`src/rtl/core/ogru_pkg.sv`:
```
// Shared types, codes and the control-store program of the ray update sequencer.
package ogru_pkg;

  localparam int PcW = 4;

  // Item selector codes
  localparam logic [1:0] FUNC_UPDATE = 2'd0;
  localparam logic [1:0] FUNC_READ   = 2'd1;
  localparam logic [1:0] FUNC_CLEAR  = 2'd2;

  // Cell classes
  localparam logic [1:0] CLS_UNKNOWN  = 2'd0;
  localparam logic [1:0] CLS_FREE     = 2'd1;
  localparam logic [1:0] CLS_OCCUPIED = 2'd2;
  localparam logic [1:0] CLS_FRONTIER = 2'd3;

  // Step addresses of the program
  localparam logic [PcW-1:0] PC_IDLE     = 4'd0;
  localparam logic [PcW-1:0] PC_FWD_INIT = 4'd1;
  localparam logic [PcW-1:0] PC_FWD_CELL = 4'd2;
  localparam logic [PcW-1:0] PC_FWD_NBP  = 4'd3;
  localparam logic [PcW-1:0] PC_FWD_NBM  = 4'd4;
  localparam logic [PcW-1:0] PC_BWD_INIT = 4'd5;
  localparam logic [PcW-1:0] PC_BWD_CELL = 4'd6;
  localparam logic [PcW-1:0] PC_BWD_NBP  = 4'd7;
  localparam logic [PcW-1:0] PC_BWD_NBM  = 4'd8;
  localparam logic [PcW-1:0] PC_EMIT     = 4'd9;
  localparam logic [PcW-1:0] PC_RD_ISSUE = 4'd10;
  localparam logic [PcW-1:0] PC_RD_TAKE  = 4'd11;
  localparam logic [PcW-1:0] PC_CLEAR    = 4'd12;
  localparam logic [PcW-1:0] PC_WIPE     = 4'd13;

  typedef enum logic [3:0] {
    OP_LOAD,
    OP_FWD_INIT,
    OP_BWD_INIT,
    OP_CELL,
    OP_NBP,
    OP_NBM,
    OP_RD_ISSUE,
    OP_RD_TAKE,
    OP_SWEEP,
    OP_EMIT
  } ogru_op_e;

  typedef enum logic [2:0] {
    BR_NEXT,
    BR_JUMP,
    BR_DISPATCH,
    BR_RAY,
    BR_SWEEP
  } ogru_br_e;

  typedef struct packed {
    ogru_op_e       op;
    ogru_br_e       br;
    logic [PcW-1:0] target;
  } ogru_uword_t;

  // Datapath status seen by the sequencer
  typedef struct packed {
    logic       accept;
    logic [1:0] func;
    logic       pos_ok;
    logic       ray_end;
    logic       sweep_last;
  } ogru_stat_t;

  function automatic ogru_uword_t ogru_ucode(input logic [PcW-1:0] pc);
    ogru_uword_t uw;
    unique case (pc)
      PC_IDLE:     uw = '{op: OP_LOAD,     br: BR_DISPATCH, target: PC_IDLE};
      PC_FWD_INIT: uw = '{op: OP_FWD_INIT, br: BR_NEXT,     target: PC_IDLE};
      PC_FWD_CELL: uw = '{op: OP_CELL,     br: BR_RAY,      target: PC_BWD_INIT};
      PC_FWD_NBP:  uw = '{op: OP_NBP,      br: BR_NEXT,     target: PC_IDLE};
      PC_FWD_NBM:  uw = '{op: OP_NBM,      br: BR_JUMP,     target: PC_FWD_CELL};
      PC_BWD_INIT: uw = '{op: OP_BWD_INIT, br: BR_NEXT,     target: PC_IDLE};
      PC_BWD_CELL: uw = '{op: OP_CELL,     br: BR_RAY,      target: PC_EMIT};
      PC_BWD_NBP:  uw = '{op: OP_NBP,      br: BR_NEXT,     target: PC_IDLE};
      PC_BWD_NBM:  uw = '{op: OP_NBM,      br: BR_JUMP,     target: PC_BWD_CELL};
      PC_EMIT:     uw = '{op: OP_EMIT,     br: BR_JUMP,     target: PC_IDLE};
      PC_RD_ISSUE: uw = '{op: OP_RD_ISSUE, br: BR_NEXT,     target: PC_IDLE};
      PC_RD_TAKE:  uw = '{op: OP_RD_TAKE,  br: BR_JUMP,     target: PC_EMIT};
      PC_CLEAR:    uw = '{op: OP_SWEEP,    br: BR_SWEEP,    target: PC_EMIT};
      PC_WIPE:     uw = '{op: OP_SWEEP,    br: BR_SWEEP,    target: PC_IDLE};
      default:     uw = '{op: OP_LOAD,     br: BR_JUMP,     target: PC_IDLE};
    endcase
    return uw;
  endfunction

endpackage

```
`src/rtl/core/ogru_if.sv`:
```
// Request and response channel interfaces of the occupancy grid ray update block.
interface ogru_req_if;
  logic       valid;
  logic       ready;
  logic [1:0] func;
  logic [3:0] pos_x;
  logic [3:0] pos_y;
  logic       horizontal;
  logic [7:0] dist_right;
  logic [7:0] dist_left;

  modport source (
    output valid, func, pos_x, pos_y, horizontal, dist_right, dist_left,
    input  ready
  );
  modport sink (
    input  valid, func, pos_x, pos_y, horizontal, dist_right, dist_left,
    output ready
  );
endinterface

interface ogru_rsp_if;
  logic       valid;
  logic       ready;
  logic [1:0] cell_class;
  logic       bad_position;

  modport source (
    output valid, cell_class, bad_position,
    input  ready
  );
  modport sink (
    input  valid, cell_class, bad_position,
    output ready
  );
endinterface

```
`src/rtl/core/ogru_seq.sv`:
```
// Microcode sequencer: step counter, control store and branch logic.
module ogru_seq (
  input  logic                 clk_i,
  input  logic                 rst_ni,
  input  ogru_pkg::ogru_stat_t stat_i,
  output ogru_pkg::ogru_op_e   op_o
);
  import ogru_pkg::*;

  logic [PcW-1:0] pc_q, pc_d;
  ogru_uword_t    uw;

  assign uw   = ogru_ucode(pc_q);
  assign op_o = uw.op;

  always_comb begin
    pc_d = pc_q;
    unique case (uw.br)
      BR_NEXT: pc_d = pc_q + PcW'(1);
      BR_JUMP: pc_d = uw.target;
      BR_DISPATCH: begin
        if (stat_i.accept) begin
          case (stat_i.func)
            FUNC_UPDATE: pc_d = stat_i.pos_ok ? PC_FWD_INIT : PC_EMIT;
            FUNC_READ:   pc_d = stat_i.pos_ok ? PC_RD_ISSUE : PC_EMIT;
            FUNC_CLEAR:  pc_d = PC_CLEAR;
            default:     pc_d = PC_EMIT;
          endcase
        end
      end
      BR_RAY:   pc_d = stat_i.ray_end ? uw.target : pc_q + PcW'(1);
      // hold on the sweep step until the last entry is written
      BR_SWEEP: pc_d = stat_i.sweep_last ? uw.target : pc_q;
      default:  pc_d = PC_IDLE;
    endcase
  end

  always_ff @(posedge clk_i or negedge rst_ni) begin
    if (!rst_ni) begin
      pc_q <= PC_WIPE;
    end else begin
      pc_q <= pc_d;
    end
  end

endmodule

```
`src/rtl/core/occupancy_grid_ray_update.sv`:
```
// Top level of the occupancy grid ray update block: datapath, cell store, output register.
// Usage
//   req_i carries one item per beat: func selects a sensor update (ray walk), a single
//   cell read or a whole-map clear. rsp_o returns exactly one beat per item: the class
//   of the read cell (zero for other items) and a flag for a position outside the grid.
//   Items are processed one at a time by a microcoded sequencer driving one write port
//   and one registered read port of the cell store.
// Step sequence
//   Read: the issue, take and emit steps lie between the accepting edge and the response beat.
//   Update: a cell, a plus-neighbour and a minus-neighbour step per free cell on the ray
//   (base cell included), a cell step at each ray end, the forward and backward init steps
//   and the emit step; each free cell needs two read-modify-write accesses for its
//   neighbours through the single read port.
//   Clear: the sweep over all GRID_SIDE * GRID_SIDE cells, one cell written per cycle, then emit.
//   Bad position or unused selector: straight to the emit step.
// Reset
//   After reset the sweep writes every cell to unknown, during which req_i.ready stays low.
// Stalls
//   The response sits in an output register; the next item is accepted no earlier than
//   the edge that takes that beat, so a stalled receiver holds the input off.
module occupancy_grid_ray_update #(
  parameter int GRID_SIDE = 16
) (
  input  logic            clk_i,
  input  logic            rst_ni,
  ogru_req_if.sink        req_i,
  ogru_rsp_if.source      rsp_o
);
  import ogru_pkg::*;

  localparam int Cells = GRID_SIDE * GRID_SIDE;
  localparam int IW    = $clog2(GRID_SIDE);
  localparam int AW    = $clog2(Cells);
  localparam int XW    = (GRID_SIDE > 15) ? $clog2(GRID_SIDE + 1) : 4;
  localparam int CW    = XW + 1;
  localparam logic signed [CW-1:0] SideC = CW'(GRID_SIDE);

  function automatic logic on_grid(input logic signed [CW-1:0] x,
                                   input logic signed [CW-1:0] y);
    return !x[CW-1] && (x < SideC) && !y[CW-1] && (y < SideC);
  endfunction

  function automatic logic [AW-1:0] cell_addr(input logic signed [CW-1:0] x,
                                              input logic signed [CW-1:0] y);
    logic [AW-1:0] a;
    a = AW'(AW'(y[IW-1:0]) * AW'(GRID_SIDE)) + AW'(x[IW-1:0]);
    return a;
  endfunction

  ogru_op_e   op;
  ogru_stat_t stat;

  logic req_fire;
  logic pos_ok;

  logic signed [CW-1:0] px_q, py_q, cur_x_q, cur_y_q;
  logic signed [CW-1:0] nbp_x, nbp_y, nbm_x, nbm_y;
  logic                 horiz_q, back_q;
  logic [7:0]           dr_q, dl_q, len_q;
  logic [8:0]           d_q;
  logic [1:0]           cls_q;
  logic                 bad_q;
  logic                 out_valid_q;
  logic [AW-1:0]        sweep_q;

  logic                 cur_in, nbp_in, nbm_in, ray_end, sweep_last;

  logic [1:0]           mem [Cells];
  logic                 mem_we;
  logic [AW-1:0]        mem_wa, mem_ra;
  logic [1:0]           mem_wd, rdata_q;

  // Handshake
  assign req_i.ready = (op == OP_LOAD) && (!out_valid_q || rsp_o.ready);
  assign req_fire    = req_i.valid && req_i.ready;
  assign pos_ok      = (CW'(req_i.pos_x) < SideC) && (CW'(req_i.pos_y) < SideC);

  assign rsp_o.valid        = out_valid_q;
  assign rsp_o.cell_class   = cls_q;
  assign rsp_o.bad_position = bad_q;

  // Ray geometry: neighbours lie perpendicular to the ray axis
  assign nbp_x = horiz_q ? cur_x_q : cur_x_q + CW'(1);
  assign nbp_y = horiz_q ? cur_y_q + CW'(1) : cur_y_q;
  assign nbm_x = horiz_q ? cur_x_q : cur_x_q - CW'(1);
  assign nbm_y = horiz_q ? cur_y_q - CW'(1) : cur_y_q;

  assign cur_in     = on_grid(cur_x_q, cur_y_q);
  assign nbp_in     = on_grid(nbp_x, nbp_y);
  assign nbm_in     = on_grid(nbm_x, nbm_y);
  assign ray_end    = !cur_in || (d_q > {1'b0, len_q});
  assign sweep_last = (sweep_q == AW'(Cells - 1));

  assign stat = '{accept: req_fire, func: req_i.func, pos_ok: pos_ok,
                  ray_end: ray_end, sweep_last: sweep_last};

  ogru_seq u_seq (
    .clk_i  (clk_i),
    .rst_ni (rst_ni),
    .stat_i (stat),
    .op_o   (op)
  );

  // Cell store port selection
  always_comb begin
    mem_we = 1'b0;
    mem_wa = cell_addr(cur_x_q, cur_y_q);
    mem_wd = CLS_FREE;
    mem_ra = cell_addr(nbp_x, nbp_y);
    unique case (op)
      OP_CELL: begin
        // free cell inside the ray, occupied at its end if still on the grid
        if (!ray_end) begin
          mem_we = 1'b1;
        end else begin
          mem_we = cur_in;
          mem_wd = CLS_OCCUPIED;
        end
      end
      OP_NBP: begin
        mem_we = nbp_in && (rdata_q == CLS_UNKNOWN);
        mem_wa = cell_addr(nbp_x, nbp_y);
        mem_wd = CLS_FRONTIER;
        mem_ra = cell_addr(nbm_x, nbm_y);
      end
      OP_NBM: begin
        mem_we = nbm_in && (rdata_q == CLS_UNKNOWN);
        mem_wa = cell_addr(nbm_x, nbm_y);
        mem_wd = CLS_FRONTIER;
      end
      OP_RD_ISSUE: begin
        mem_ra = cell_addr(px_q, py_q);
      end
      OP_SWEEP: begin
        mem_we = 1'b1;
        mem_wa = sweep_q;
        mem_wd = CLS_UNKNOWN;
      end
      default: begin
        mem_we = 1'b0;
      end
    endcase
  end

  always_ff @(posedge clk_i) begin
    if (mem_we) begin
      mem[mem_wa] <= mem_wd;
    end
  end

  always_ff @(posedge clk_i) begin
    rdata_q <= mem[mem_ra];
  end

  // Control state
  always_ff @(posedge clk_i or negedge rst_ni) begin
    if (!rst_ni) begin
      out_valid_q <= 1'b0;
      sweep_q     <= '0;
    end else begin
      if (op == OP_EMIT) begin
        out_valid_q <= 1'b1;
      end else if (rsp_o.ready) begin
        out_valid_q <= 1'b0;
      end
      if (op == OP_SWEEP) begin
        sweep_q <= sweep_last ? '0 : sweep_q + AW'(1);
      end
    end
  end

  // Item and ray registers
  always_ff @(posedge clk_i) begin
    unique case (op)
      OP_LOAD: begin
        if (req_fire) begin
          px_q    <= CW'(req_i.pos_x);
          py_q    <= CW'(req_i.pos_y);
          horiz_q <= req_i.horizontal;
          dr_q    <= req_i.dist_right;
          dl_q    <= req_i.dist_left;
          cls_q   <= CLS_UNKNOWN;
          bad_q   <= ((req_i.func == FUNC_UPDATE) || (req_i.func == FUNC_READ)) && !pos_ok;
        end
      end
      OP_FWD_INIT: begin
        cur_x_q <= px_q;
        cur_y_q <= py_q;
        d_q     <= '0;
        len_q   <= dr_q;
        back_q  <= 1'b0;
      end
      OP_BWD_INIT: begin
        cur_x_q <= horiz_q ? px_q - CW'(1) : px_q;
        cur_y_q <= horiz_q ? py_q : py_q - CW'(1);
        d_q     <= 9'd1;
        len_q   <= dl_q;
        back_q  <= 1'b1;
      end
      OP_NBM: begin
        // advance one cell along the ray
        if (horiz_q) begin
          cur_x_q <= back_q ? cur_x_q - CW'(1) : cur_x_q + CW'(1);
        end else begin
          cur_y_q <= back_q ? cur_y_q - CW'(1) : cur_y_q + CW'(1);
        end
        d_q <= d_q + 9'd1;
      end
      OP_RD_TAKE: begin
        cls_q <= rdata_q;
      end
      default: begin
        d_q <= d_q;
      end
    endcase
  end

  // Checks
  a_no_accept_while_writing: assert property (
    @(posedge clk_i) disable iff (!rst_ni)
    mem_we |-> !req_fire
  ) else $error("item accepted while the cell store is being written");

  a_emit_into_empty_slot: assert property (
    @(posedge clk_i) disable iff (!rst_ni)
    (op == OP_EMIT) |-> !out_valid_q
  ) else $error("response formed while the previous beat is still pending");

  a_ray_step_bound: assert property (
    @(posedge clk_i) disable iff (!rst_ni)
    (op == OP_CELL) |-> (d_q <= ({1'b0, len_q} + 9'd1))
  ) else $error("ray walk ran past its end cell");

endmodule
```
`src/flat_wrapper.sv`:
```
// flat-port wrapper written by rule: the top's interface ports become plain ports
module occupancy_grid_ray_update_flat import ogru_pkg::*;
#(
  parameter int GRID_SIDE = 16
)
  (clk_i, rst_ni, req_i_valid, req_i_func, req_i_pos_x, req_i_pos_y, req_i_horizontal, req_i_dist_right, req_i_dist_left, req_i_ready, rsp_o_valid, rsp_o_cell_class, rsp_o_bad_position, rsp_o_ready);
  ogru_req_if req_i_i ();
  ogru_rsp_if rsp_o_i ();
  input  logic clk_i;
  input  logic rst_ni;
  input wire logic [$bits(req_i_i.valid)-1:0] req_i_valid;
  input wire logic [$bits(req_i_i.func)-1:0] req_i_func;
  input wire logic [$bits(req_i_i.pos_x)-1:0] req_i_pos_x;
  input wire logic [$bits(req_i_i.pos_y)-1:0] req_i_pos_y;
  input wire logic [$bits(req_i_i.horizontal)-1:0] req_i_horizontal;
  input wire logic [$bits(req_i_i.dist_right)-1:0] req_i_dist_right;
  input wire logic [$bits(req_i_i.dist_left)-1:0] req_i_dist_left;
  output wire logic [$bits(req_i_i.ready)-1:0] req_i_ready;
  output wire logic [$bits(rsp_o_i.valid)-1:0] rsp_o_valid;
  output wire logic [$bits(rsp_o_i.cell_class)-1:0] rsp_o_cell_class;
  output wire logic [$bits(rsp_o_i.bad_position)-1:0] rsp_o_bad_position;
  input wire logic [$bits(rsp_o_i.ready)-1:0] rsp_o_ready;
  assign req_i_i.valid = req_i_valid;
  assign req_i_i.func = req_i_func;
  assign req_i_i.pos_x = req_i_pos_x;
  assign req_i_i.pos_y = req_i_pos_y;
  assign req_i_i.horizontal = req_i_horizontal;
  assign req_i_i.dist_right = req_i_dist_right;
  assign req_i_i.dist_left = req_i_dist_left;
  assign req_i_ready = req_i_i.ready;
  assign rsp_o_valid = rsp_o_i.valid;
  assign rsp_o_cell_class = rsp_o_i.cell_class;
  assign rsp_o_bad_position = rsp_o_i.bad_position;
  assign rsp_o_i.ready = rsp_o_ready;
  occupancy_grid_ray_update #(.GRID_SIDE(GRID_SIDE)) u_core (.clk_i(clk_i), .rst_ni(rst_ni), .req_i(req_i_i), .rsp_o(rsp_o_i));
endmodule
```
`config.mk`:
```
export PLATFORM = sky130hd
export DESIGN_NAME = occupancy_grid_ray_update_flat
export DESIGN_NICKNAME = d
export VERILOG_FILES = /design/src/rtl/core/ogru_pkg.sv /design/src/rtl/core/ogru_if.sv /design/src/rtl/core/ogru_seq.sv /design/src/rtl/core/occupancy_grid_ray_update.sv /design/src/flat_wrapper.sv
export SDC_FILE = /design/constraint.sdc
export NUM_CORES = 1
export LEC_CHECK = 0
export BUFFER_PORTS_ARGS = -buffer_cell sky130_fd_sc_hd__buf_2
export CAP_MARGIN = 10
export CORE_UTILIZATION = 46
export DETAILED_ROUTE_END_ITERATION = 12
export PLACE_DENSITY_LB_ADDON = 0.1
export SYNTH_ARGS = -nofsm -noshare
export SYNTH_HDL_FRONTEND = slang
export SYNTH_SLANG_ARGS = --single-unit
```
`constraint.sdc`:
```
create_clock -name clk_i -period 16.7 [get_ports clk_i]
set_clock_uncertainty 0.05 [all_clocks]
set_input_delay 3.34 -clock clk_i [delete_from_list [all_inputs] [get_ports clk_i]]
set_output_delay 3.34 -clock clk_i [all_outputs]
set_load 0.005 [all_outputs]
```
==> flow_summary.toml, run 1 <==
[critical_path]
critPathTopFamily = "simple AND/OR/NAND/NOR gates"
cp-start-kind = "primary input"
worstSetupPathType = "primary input to output port"
end_kind = "output port"
worst-path-stages = 4
crit_fanout = 2
r2r_cells = 13
path_cells = "buf_2 -> nor2b_1 -> nor3_1 -> buf_2"
required_ps = 13310
crit_top_cell = "buf_2"
cp_slowest_cell = "nor3_1"
slowest_delay_ps = 200
critPathArrivalTime_ps = 3830
path_buf_inv = 2

[placed_design]
gp_congestion = 0.859
pre_cts_ws_ps = 9470
dp_hpwl_um = 42700
portBuffers = 34
placed_area_sq_mm = 0.0275

[grt]
grt_max_degree = 246
grt-ovfl-total = 0
grt_pass1_wl_um = 110000
grt_pass1_vias = 17700
grt.total_usage_pct = 24.7
antenna_found_initial = 1

[sta]
worst_slack_ps = 9480
whs_ps = 465
slew_viol_final = 0
final-hold-violation-count = 0
period_share_pct = 43.2
fin_tns_setup_ps = 0
rsz0062_at_grt = "no"
worstMarginPinSlew_ps = 1420
clock.fmax_mhz = 139
min_period_ps = 7220
finalSetupViolCount = 0
relSlewSlack_pct = 5.35

[clock_tree]
insertion_delay_ps = 640
cts-root-buf = "clkbuf_16"
clk_pin_slew_ps = 60
cts_setup_buffers = 0
numCtsBuffers = 60
h-tree-depth = 2
clock_path_buffers = 3
cts_num_sinks = 584
tritoncts = "done"
cts_resized = 0
cts_hold_buf = 0

[synth]
synth_top_area_share_pct = 63.8
synthDistinctLibCells = 95
yosysSeqAreaShare_pct = 65.2
yosys_warnings = 0
syn_inst = 2272
synth-edff-count = 569
synth.cell_area_sq_mm = 0.0268
synth_async_sr_flop_share_pct = 2.23
synth_flop_cell = "edfxtp_1"
synth_fp_nets = 2327
syn-mean-instance-area_sq_um = 11.8
synth_top_area_cell = "edfxtp_1"
synth_common_cells = "edfxtp_1, nand2_1, nor2_1"
synth_most_common_cell = "edfxtp_1"
synth_area_leaders = "edfxtp_1, nand2_1, nor2_1"
synth-seq-cells = 584

[layout]
nets = 2305
multiInputGateArea_sq_mm = 0.00847
nFillCells = 5174
n_antenna_cell = 0
layout-drive-gt1-share_pct = 9.13
area_growth_pct = 9.46
fin_area_sq_mm = 0.0293
regArea_sq_mm = 0.0175

[pwr]
power.leakage_nw = 9.40
powerDensity_mw_per_mm2 = 98.1
ir_worst_vdd_v = 0.0000865

[run_status]
status = "finished, final reports clean"

[detailed_routing]
wl_per_cell_um = 23.7
first_pass_iters = 5
viasPerCell = 5.89
vias = 18100
final_antenna_net_count = 0
drtIter0Drc = 1702
remaining_drc_errors = 0
wl_um = 72800

[die]
start_util_pct = 46.5
io-pin-count = 36
die_w_um = 243
rows = 88
dieArea_sq_mm = 0.0592
core_sq_mm = 0.0576
die_h_um = 243

[flow_run]
maxCapViolations = 0

[worst_hold_path]
hp-class = "register to register"
hold_depth = 2
-- layer usage --
layer  up-vias  GRT usage, %  share of wire (%)
met4         0          6.92                2.3
met5         -             0                  0
met1      9089          35.1                 44
li1       8291             -                  -
met3       104          3.69                6.2
met2       567          39.5                 47
-- power breakdown --
| group | leakage [nW] | internal (mW) | total (mW) | switching (mW) |
|---|---|---|---|---|
| clock network | 0.910 | 0.724 | 1.29 | 0.561 |
| logic | 4.30 | 0.00284 | 0.00519 | 0.00234 |
| registers | 4.19 | 1.58 | 1.58 | 0.00000000000000000335 |
| total | 9.40 | 2.31 | 2.87 | 0.564 |
-- tightest hold or removal path, cell delays in order (launching register included) --
cell	delay, ps
edfxtp_1	320
nand2_1	40
nand2_1	50
-- state kept, by name, indices dropped and copies added (netlist names) --
name,count
u_core.d_q,9
u_core.len_q,8
u_core.u_seq.pc_q,4
u_core.px_q,4
u_core.sweep_q,8
u_core.rsp_o.cell_class,2
u_core.py_q,4
u_core.horiz_q,1
u_core.rdata_q,2
u_core.back_q,1
u_core.cur_y_q,6
u_core.cur_x_q,6
u_core.rsp_o.valid,1
u_core.mem,512
u_core.dl_q,8
u_core.dr_q,8
-- stage by stage --
| stage | utilization, % | total power [mW] | std cells |
|---|---|---|---|
| 6_report | 50.9 | 2.87 | 3065 |
| 5_1_grt | 50.9 | 2.95 | 3065 |
| 2_1_floorplan | - | 1.62 | 2272 |
| 3_3_place_gp | 47.7 | 1.62 | 2953 |
| 4_1_cts | 50.9 | 2.90 | 3065 |
| 3_5_place_dp | 47.7 | 1.62 | 2953 |
-- path summary, 6_finish.rpt --
path                       slack [ps]                        startpoint                          endpoint
min reg2reg                       460          u_core.dl_q[4]$_DFFE_PP_         u_core.len_q[4]$_DFFE_PP_
max reg2reg                     10600  u_core.u_seq.pc_q[0]$_DFFE_PN1P_         u_core.rdata_q[1]$_DFF_P_
min                               460          u_core.dl_q[4]$_DFFE_PP_         u_core.len_q[4]$_DFFE_PP_
max                              9480                       rsp_o_ready                       req_i_ready
max in group asynchronous       13740                            rst_ni  u_core.u_seq.pc_q[2]$_DFFE_PN1P_
min in group asynchronous        2560                            rst_ni    u_core.rsp_o.valid$_DFFE_PN0P_
-- layout by cell type, fill, tap and decap left out, types with 28 or more instances in the layout --
cell type | Yosys | final
buf_2 | 58 | 34
a21oi_1 | 43 | 42
and3_1 | 53 | 53
inv_1 | 28 | 28
nor2_1 | 309 | 309
nand2_1 | 451 | 450
buf_4 | 16 | 30
o221ai_1 | 31 | 31
clkbuf_16 | 0 | 61
edfxtp_1 | 569 | 569
nand3_1 | 148 | 145
o21ai_0 | 30 | 29
a311oi_1 | 36 | 36
mux2i_1 | 82 | 82
-- kinds of logic (layout without fill, tap and decap cells) --
| group | Yosys count | in the layout | share of synthesized area (%) |
|---|---|---|---|
| flops | 584 | 584 | 65.2 |
| other cells | 1 | 1 | 0.0140 |
| simple gates | 1099 | 1099 | 18.1 |
| xor+xnor | 33 | 33 | 1.08 |
| compound gates | 261 | 261 | 7.66 |
| fa+ha+maj | 24 | 24 | 1.12 |
| buf+inv | 180 | 208 | 3.44 |
| mux | 90 | 90 | 3.41 |
-- final cells by class --
class / instances / area share [%]
clock inverters: 32 / 0.828
well taps: 765 / 3.27
flip-flops and latches: 584 / 59.6
inverters: 29 / 0.371
multi-input cells: 1508 / 28.9
repair buffers: 67 / 1.55
clock buffers: 80 / 5.52
Note: power is estimated with default switching activity, not from simulation.
==> inputs of run 2 (changes only) <==
--- a/config.mk
+++ b/config.mk
@@ -5,6 +5,7 @@
 export SDC_FILE = /design/constraint.sdc
 export NUM_CORES = 1
 export LEC_CHECK = 0
+export ABC_AREA = 1
 export BUFFER_PORTS_ARGS = -buffer_cell sky130_fd_sc_hd__buf_2
 export CAP_MARGIN = 10
 export CORE_UTILIZATION = 46
==> constraint.sdc (replaced) <==
create_clock -name clk_i -period 5.97 [get_ports clk_i]
set_clock_uncertainty 0.05 [all_clocks]
set_input_delay 1.194 -clock clk_i [delete_from_list [all_inputs] [get_ports clk_i]]
set_output_delay 1.194 -clock clk_i [all_outputs]
set_load 0.005 [all_outputs]
==> flow_summary.toml, run 2 <==
[synth]
syn_inst = 2962
synthMuxAreaShare_pct = 0
synth_top_area_share_pct = 60.7
synth.cell_area_sq_mm = 0.0281
syn-mean-instance-area_sq_um = 9.50
synthXorXnorAreaFrac_pct = 0.872
synth_async_sr_flop_share_pct = 2.23
synthDistinctLibCells = 58
synth_compound_area_share_pct = 2.63
yosys.area_share.adder_pct = 1.07
synthSimpleGateAreaFrac_pct = 26.0
synth-edff-count = 569
synth_area_leaders = "edfxtp_1, nand2_1, nand3_1"
yosys_warnings = 0
synth_common_cells = "nand2_1, edfxtp_1, nand3_1"
synth_top_area_cell = "edfxtp_1"
synth-seq-cells = 584
yosysSeqAreaShare_pct = 62.0
synth_fp_nets = 3017
synth_top_family_by_area = "simple AND/OR/NAND/NOR gates"
synth_flop_cell = "edfxtp_1"
synth_most_common_cell = "nand2_1"

[clock_tree]
clock_path_buffers = 3
clk_pin_slew_ps = 60
cts_resized = 0
numCtsBuffers = 66
cts_num_sinks = 584
insertion_delay_ps = 590
cts-root-buf = "clkbuf_16"
h-tree-depth = 3
tritoncts = "done"
cts_setup_buffers = 0
cts_hold_buf = 0

[run_status]
status = "finished, final reports clean"

[pwr]
ir_worst_vdd_v = 0.000219
powerDensity_mw_per_mm2 = 272
report.power.total_mw = 8.40
power.leakage_nw = 12.3

[placed_design]
pre_cts_ws_ps = 1510
gp_congestion = 0.869
dp_hpwl_um = 43200
dp.cells = 3657
portBuffers = 34

[die]
die_h_um = 249
start_util_pct = 46.6
rows = 90
die_w_um = 249
core_sq_mm = 0.0604
io-pin-count = 36
dieArea_sq_mm = 0.0622

[grt]
antenna_found_initial = 0
grt_max_degree = 170
grt-ovfl-total = 0
grt_pass1_vias = 20200
grt_pass1_wl_um = 114000
grt.total_usage_pct = 24.0

[sta]
slew_viol_final = 0
rsz0062_at_grt = "no"
relSlewSlack_pct = 26.4
clock.fmax_mhz = 219
finalSetupViolCount = 0
worstMarginPinSlew_ps = 1100
final-hold-violation-count = 0
period_share_pct = 76.3
fin_tns_setup_ps = 0
worst_slack_ps = 1410
min_period_ps = 4560

[detailed_routing]
vias = 20200
viasPerCell = 5.35
final_antenna_net_count = 0
remaining_drc_errors = 0
wl_per_cell_um = 19.5
wl_um = 73500
drtIter0Drc = 1718
first_pass_iters = 5

[critical_path]
worstSetupPathType = "register to register"
crit_fanout = 125
critPathArrivalTime_ps = 5040
required_ps = 6450
cp-start-kind = "register"
end_kind = "register"

[layout]
largest_register_ff_count = 512
fin_cells = 3771
layout_common_cells = "nand2_1, edfxtp_1, nand3_1"
area_growth_pct = 9.69
layout-drive-gt1-share_pct = 7.76
nFillCells = 5589
largest_register = "u_core.mem"
final_common_cell = "nand2_1"
reg_top3 = "u_core.mem x512, u_core.d_q x9"
nets = 2998
n_antenna_cell = 0

[flow_run]
maxCapViolations = 0

[worst_hold_path]
hp-class = "register to register"
## run 2: critical path, stage by stage, from the launching register on
cell and delay (ps):
dfstp_2 580, inv_1 110, ha_1 360, nand2_1 100, nand2_1 100, nand2_2 80
nand2_8 130, nand2_4 100, nor2_4 130, nand2_2 320, nand2_8 770, buf_4 540
nor2_1 90, nor2_1 90, o21ai_0 110, nand3_1 80, nand3_1 140, nand3_1 110
nand3_1 90, nand3_1 170, nand3_1 100, nand2_1 90
## run 2: cell families (layout without fill, tap and decap cells)
kind of cell	after synthesis	count (layout)
buffers and inverters	475	502
adders and majority gates	24	24
DFF	584	584
AOI/OAI and AO/OA	114	114
other	1	1
and+or+nand+nor	1736	1736
xor gates and xnor gates	28	28
## run 2: layer usage
metal	track usage [%]	vias up	wire length [um]
li1	-	9678	-
met1	31.1	9806	31700
met2	40.8	539	35100
met3	3.55	145	4130
met4	9.21	0	2540
met5	0	-	0
## run 2: final cells by class
class / instances / area (sq um) / share of cell area [%]
clock inverters: 29 / 292 / 0.945
inverters: 321 / 1220 / 3.95
repair buffers: 67 / 468 / 1.52
multi-input cells: 1903 / 8660 / 28.1
flip-flops and latches: 584 / 17500 / 56.6
clock buffers: 85 / 1780 / 5.78
well taps: 782 / 978 / 3.17
## run 2: stage by stage
step | cell area, sq um | hold WS (ps) | util, %
3_5_place_dp | 28800 | 411 | 47.7
3_3_place_gp | 28800 | 409 | 47.7
6_report | 30900 | 420 | 51.1
4_1_cts | 30900 | 423 | 51.1
5_1_grt | 30900 | 446 | 51.1
2_1_floorplan | 28200 | 392 | -
## run 2: report_power, final
| part | total [mW] | switching (mW) | internal, mW |
|---|---|---|---|
| clock network | 3.96 | 1.60 | 2.36 |
| registers | 4.43 | 0.0000000000000000181 | 4.43 |
| logic | 0.0141 | 0.00651 | 0.00757 |
## run 2: final timing paths
check / start / end / slack, ps / cells after the start
max: u_core.u_seq.pc_q[0]$_DFFE_PN1P_ / u_core.rdata_q[0]$_DFF_P_ / 1410 / 21
min: u_core.sweep_q[6]$_DFFE_PN0N_ / u_core.sweep_q[6]$_DFFE_PN0N_ / 420 / 1
max reg2reg: u_core.u_seq.pc_q[0]$_DFFE_PN1P_ / u_core.rdata_q[0]$_DFF_P_ / 1410 / 21
min reg2reg: u_core.sweep_q[6]$_DFFE_PN0N_ / u_core.sweep_q[6]$_DFFE_PN0N_ / 420 / 1
max in group asynchronous: rst_ni / u_core.u_seq.pc_q[3]$_DFFE_PN1P_ / 5070 / 1
min in group asynchronous: rst_ni / u_core.rsp_o.valid$_DFFE_PN0P_ / 470 / 1
==> inputs of run 3 (changes only) <==
==> constraint.sdc (replaced) <==
create_clock -name clk_i -period 4.6 [get_ports clk_i]
set_clock_uncertainty 0.05 [all_clocks]
set_input_delay 0.92 -clock clk_i [delete_from_list [all_inputs] [get_ports clk_i]]
set_output_delay 0.92 -clock clk_i [all_outputs]
set_load 0.005 [all_outputs]
==> flow_summary.toml, run 3 (synthesis results as in run 2) <==
[clock_tree]
insertion_delay_ps = 600
h-tree-depth = 3
cts_hold_buf = 0
clk_pin_slew_ps = 60
cts-root-buf = "clkbuf_16"
tritoncts = "done"
cts_resized = 0
clock_path_buffers = 3
cts_num_sinks = 584
cts_setup_buffers = 0
numCtsBuffers = 66

[layout]
layout_common_cells = "nand2_1, edfxtp_1, nand3_1"
fin_cells = 3796
n_antenna_cell = 0
fin_util_pct = 51.7
largest_register = "u_core.mem"
reg_top3 = "u_core.mem x512, u_core.d_q x9"
nFillCells = 5523
fin_area_sq_mm = 0.0312
area_growth_pct = 11.0
nets = 3017
layout-drive-gt1-share_pct = 8.53
final_common_cell = "nand2_1"
largest_register_ff_count = 512

[pwr]
ir_worst_vdd_v = 0.000259
power.leakage_nw = 12.5
powerDensity_mw_per_mm2 = 351

[die]
core_sq_mm = 0.0604
rows = 90
io-pin-count = 36
die_h_um = 249
dieArea_sq_mm = 0.0622
die_w_um = 249
start_util_pct = 46.6

[run_status]
status = "finished, final reports clean"

[sta]
worstMarginPinSlew_ps = 1010
relSlewSlack_pct = 32.4
worst_slack_ps = 573
final-hold-violation-count = 0
min_period_ps = 4030
fin_tns_setup_ps = 0
finalSetupViolCount = 0
rsz0062_at_grt = "no"
slew_viol_final = 0
period_share_pct = 87.5
clock.fmax_mhz = 248

[grt]
grt_pass1_vias = 19800
grt.total_usage_pct = 24.6
antenna_found_initial = 1
grt_pass1_wl_um = 116000
grt_max_degree = 133
grt-ovfl-total = 0

[placed_design]
placed_area_sq_mm = 0.0291
dp_hpwl_um = 47500
dp.cells = 3676
gp_congestion = 0.918
portBuffers = 34
pre_cts_ws_ps = 609

[critical_path]
timing.rr.end = "u_core.mem[81][1]$_DFFE_PP_"
ff2ff_setup_slack_ps = 570
r2r_cells = 17
cp-start-kind = "register"
required_ps = 4820
crit_fanout = 16
r2r-start = "u_core.u_seq.pc_q[0]$_DFFE_PN1P_"
critPathArrivalTime_ps = 4240
end_kind = "register"
worstSetupPathType = "register to register"

[detailed_routing]
vias = 20400
final_antenna_net_count = 0
drtIter0Drc = 1713
wl_um = 75700
wl_per_cell_um = 19.9
first_pass_iters = 6
remaining_drc_errors = 0
viasPerCell = 5.36

[flow_run]
maxCapViolations = 0

[worst_hold_path]
hp-class = "primary input to async pin"
run 3: routing by layer:
metal	share of wire [%]	track usage, %	routed length, um
met4	3.0	8.24	2260
met2	48	40.6	36200
met3	6.0	4.11	4550
met5	0.017	0	13
met1	43	32.8	32600
run 3: report_power, final:
group          internal [mW]          switching, mW
sequential              5.75  0.0000000000000000201
combinational        0.00967                0.00767
clock                   3.10                   2.09
total                   8.86                   2.10
run 3: how the worst max path moves through the flow:
stage                                     startpoint                           end  slack, ps  cells after the start
floorplan           u_core.u_seq.pc_q[0]$_DFFE_PN1P_    u_core.mem[0][0]$_DFFE_PP_         20                     10
global placement    u_core.u_seq.pc_q[0]$_DFFE_PN1P_  u_core.mem[246][0]$_DFFE_PP_        680                     15
detailed placement  u_core.u_seq.pc_q[0]$_DFFE_PN1P_  u_core.mem[105][1]$_DFFE_PP_        610                     17
CTS                 u_core.u_seq.pc_q[0]$_DFFE_PN1P_  u_core.mem[105][1]$_DFFE_PP_        600                     17
global route        u_core.u_seq.pc_q[0]$_DFFE_PN1P_  u_core.mem[246][0]$_DFFE_PP_        340                     15
finish              u_core.u_seq.pc_q[0]$_DFFE_PN1P_   u_core.mem[81][1]$_DFFE_PP_        570                     17
run 3: final cells by class:
class | count | area, sq um | area share (%)
clock buffers | 86 | 1800 | 5.76
clock inverters | 34 | 315 | 1.01
inverters | 321 | 1220 | 3.90
multi-input cells | 1903 | 8680 | 27.8
flip-flops and latches | 584 | 17500 | 55.9
well taps | 782 | 978 | 3.13
repair buffers | 86 | 786 | 2.52
run 3: critical path, cell delays in order (launching register included):
cell and delay, ps:
dfstp_2 590, inv_2 90, ha_4 260, nand2_1 100
nand2_1 70, nand2_2 110, nand2_8 100, nor2_8 180
nand2_8 120, inv_4 140, nor2_4 70, inv_6 100
o221ai_1 150, o22ai_2 200, nand2_1 150, nor2_1 180
nand2_1 620, nor2_1 410
run 3: per-stage QoR:
stage / power [mW] / hold WS [ps]
4_1_cts: 11.0 / 172
5_1_grt: 11.2 / 184
3_5_place_dp: 5.88 / 410
6_report: 11.0 / 182
2_1_floorplan: 5.86 / 392
3_3_place_gp: 5.88 / 415
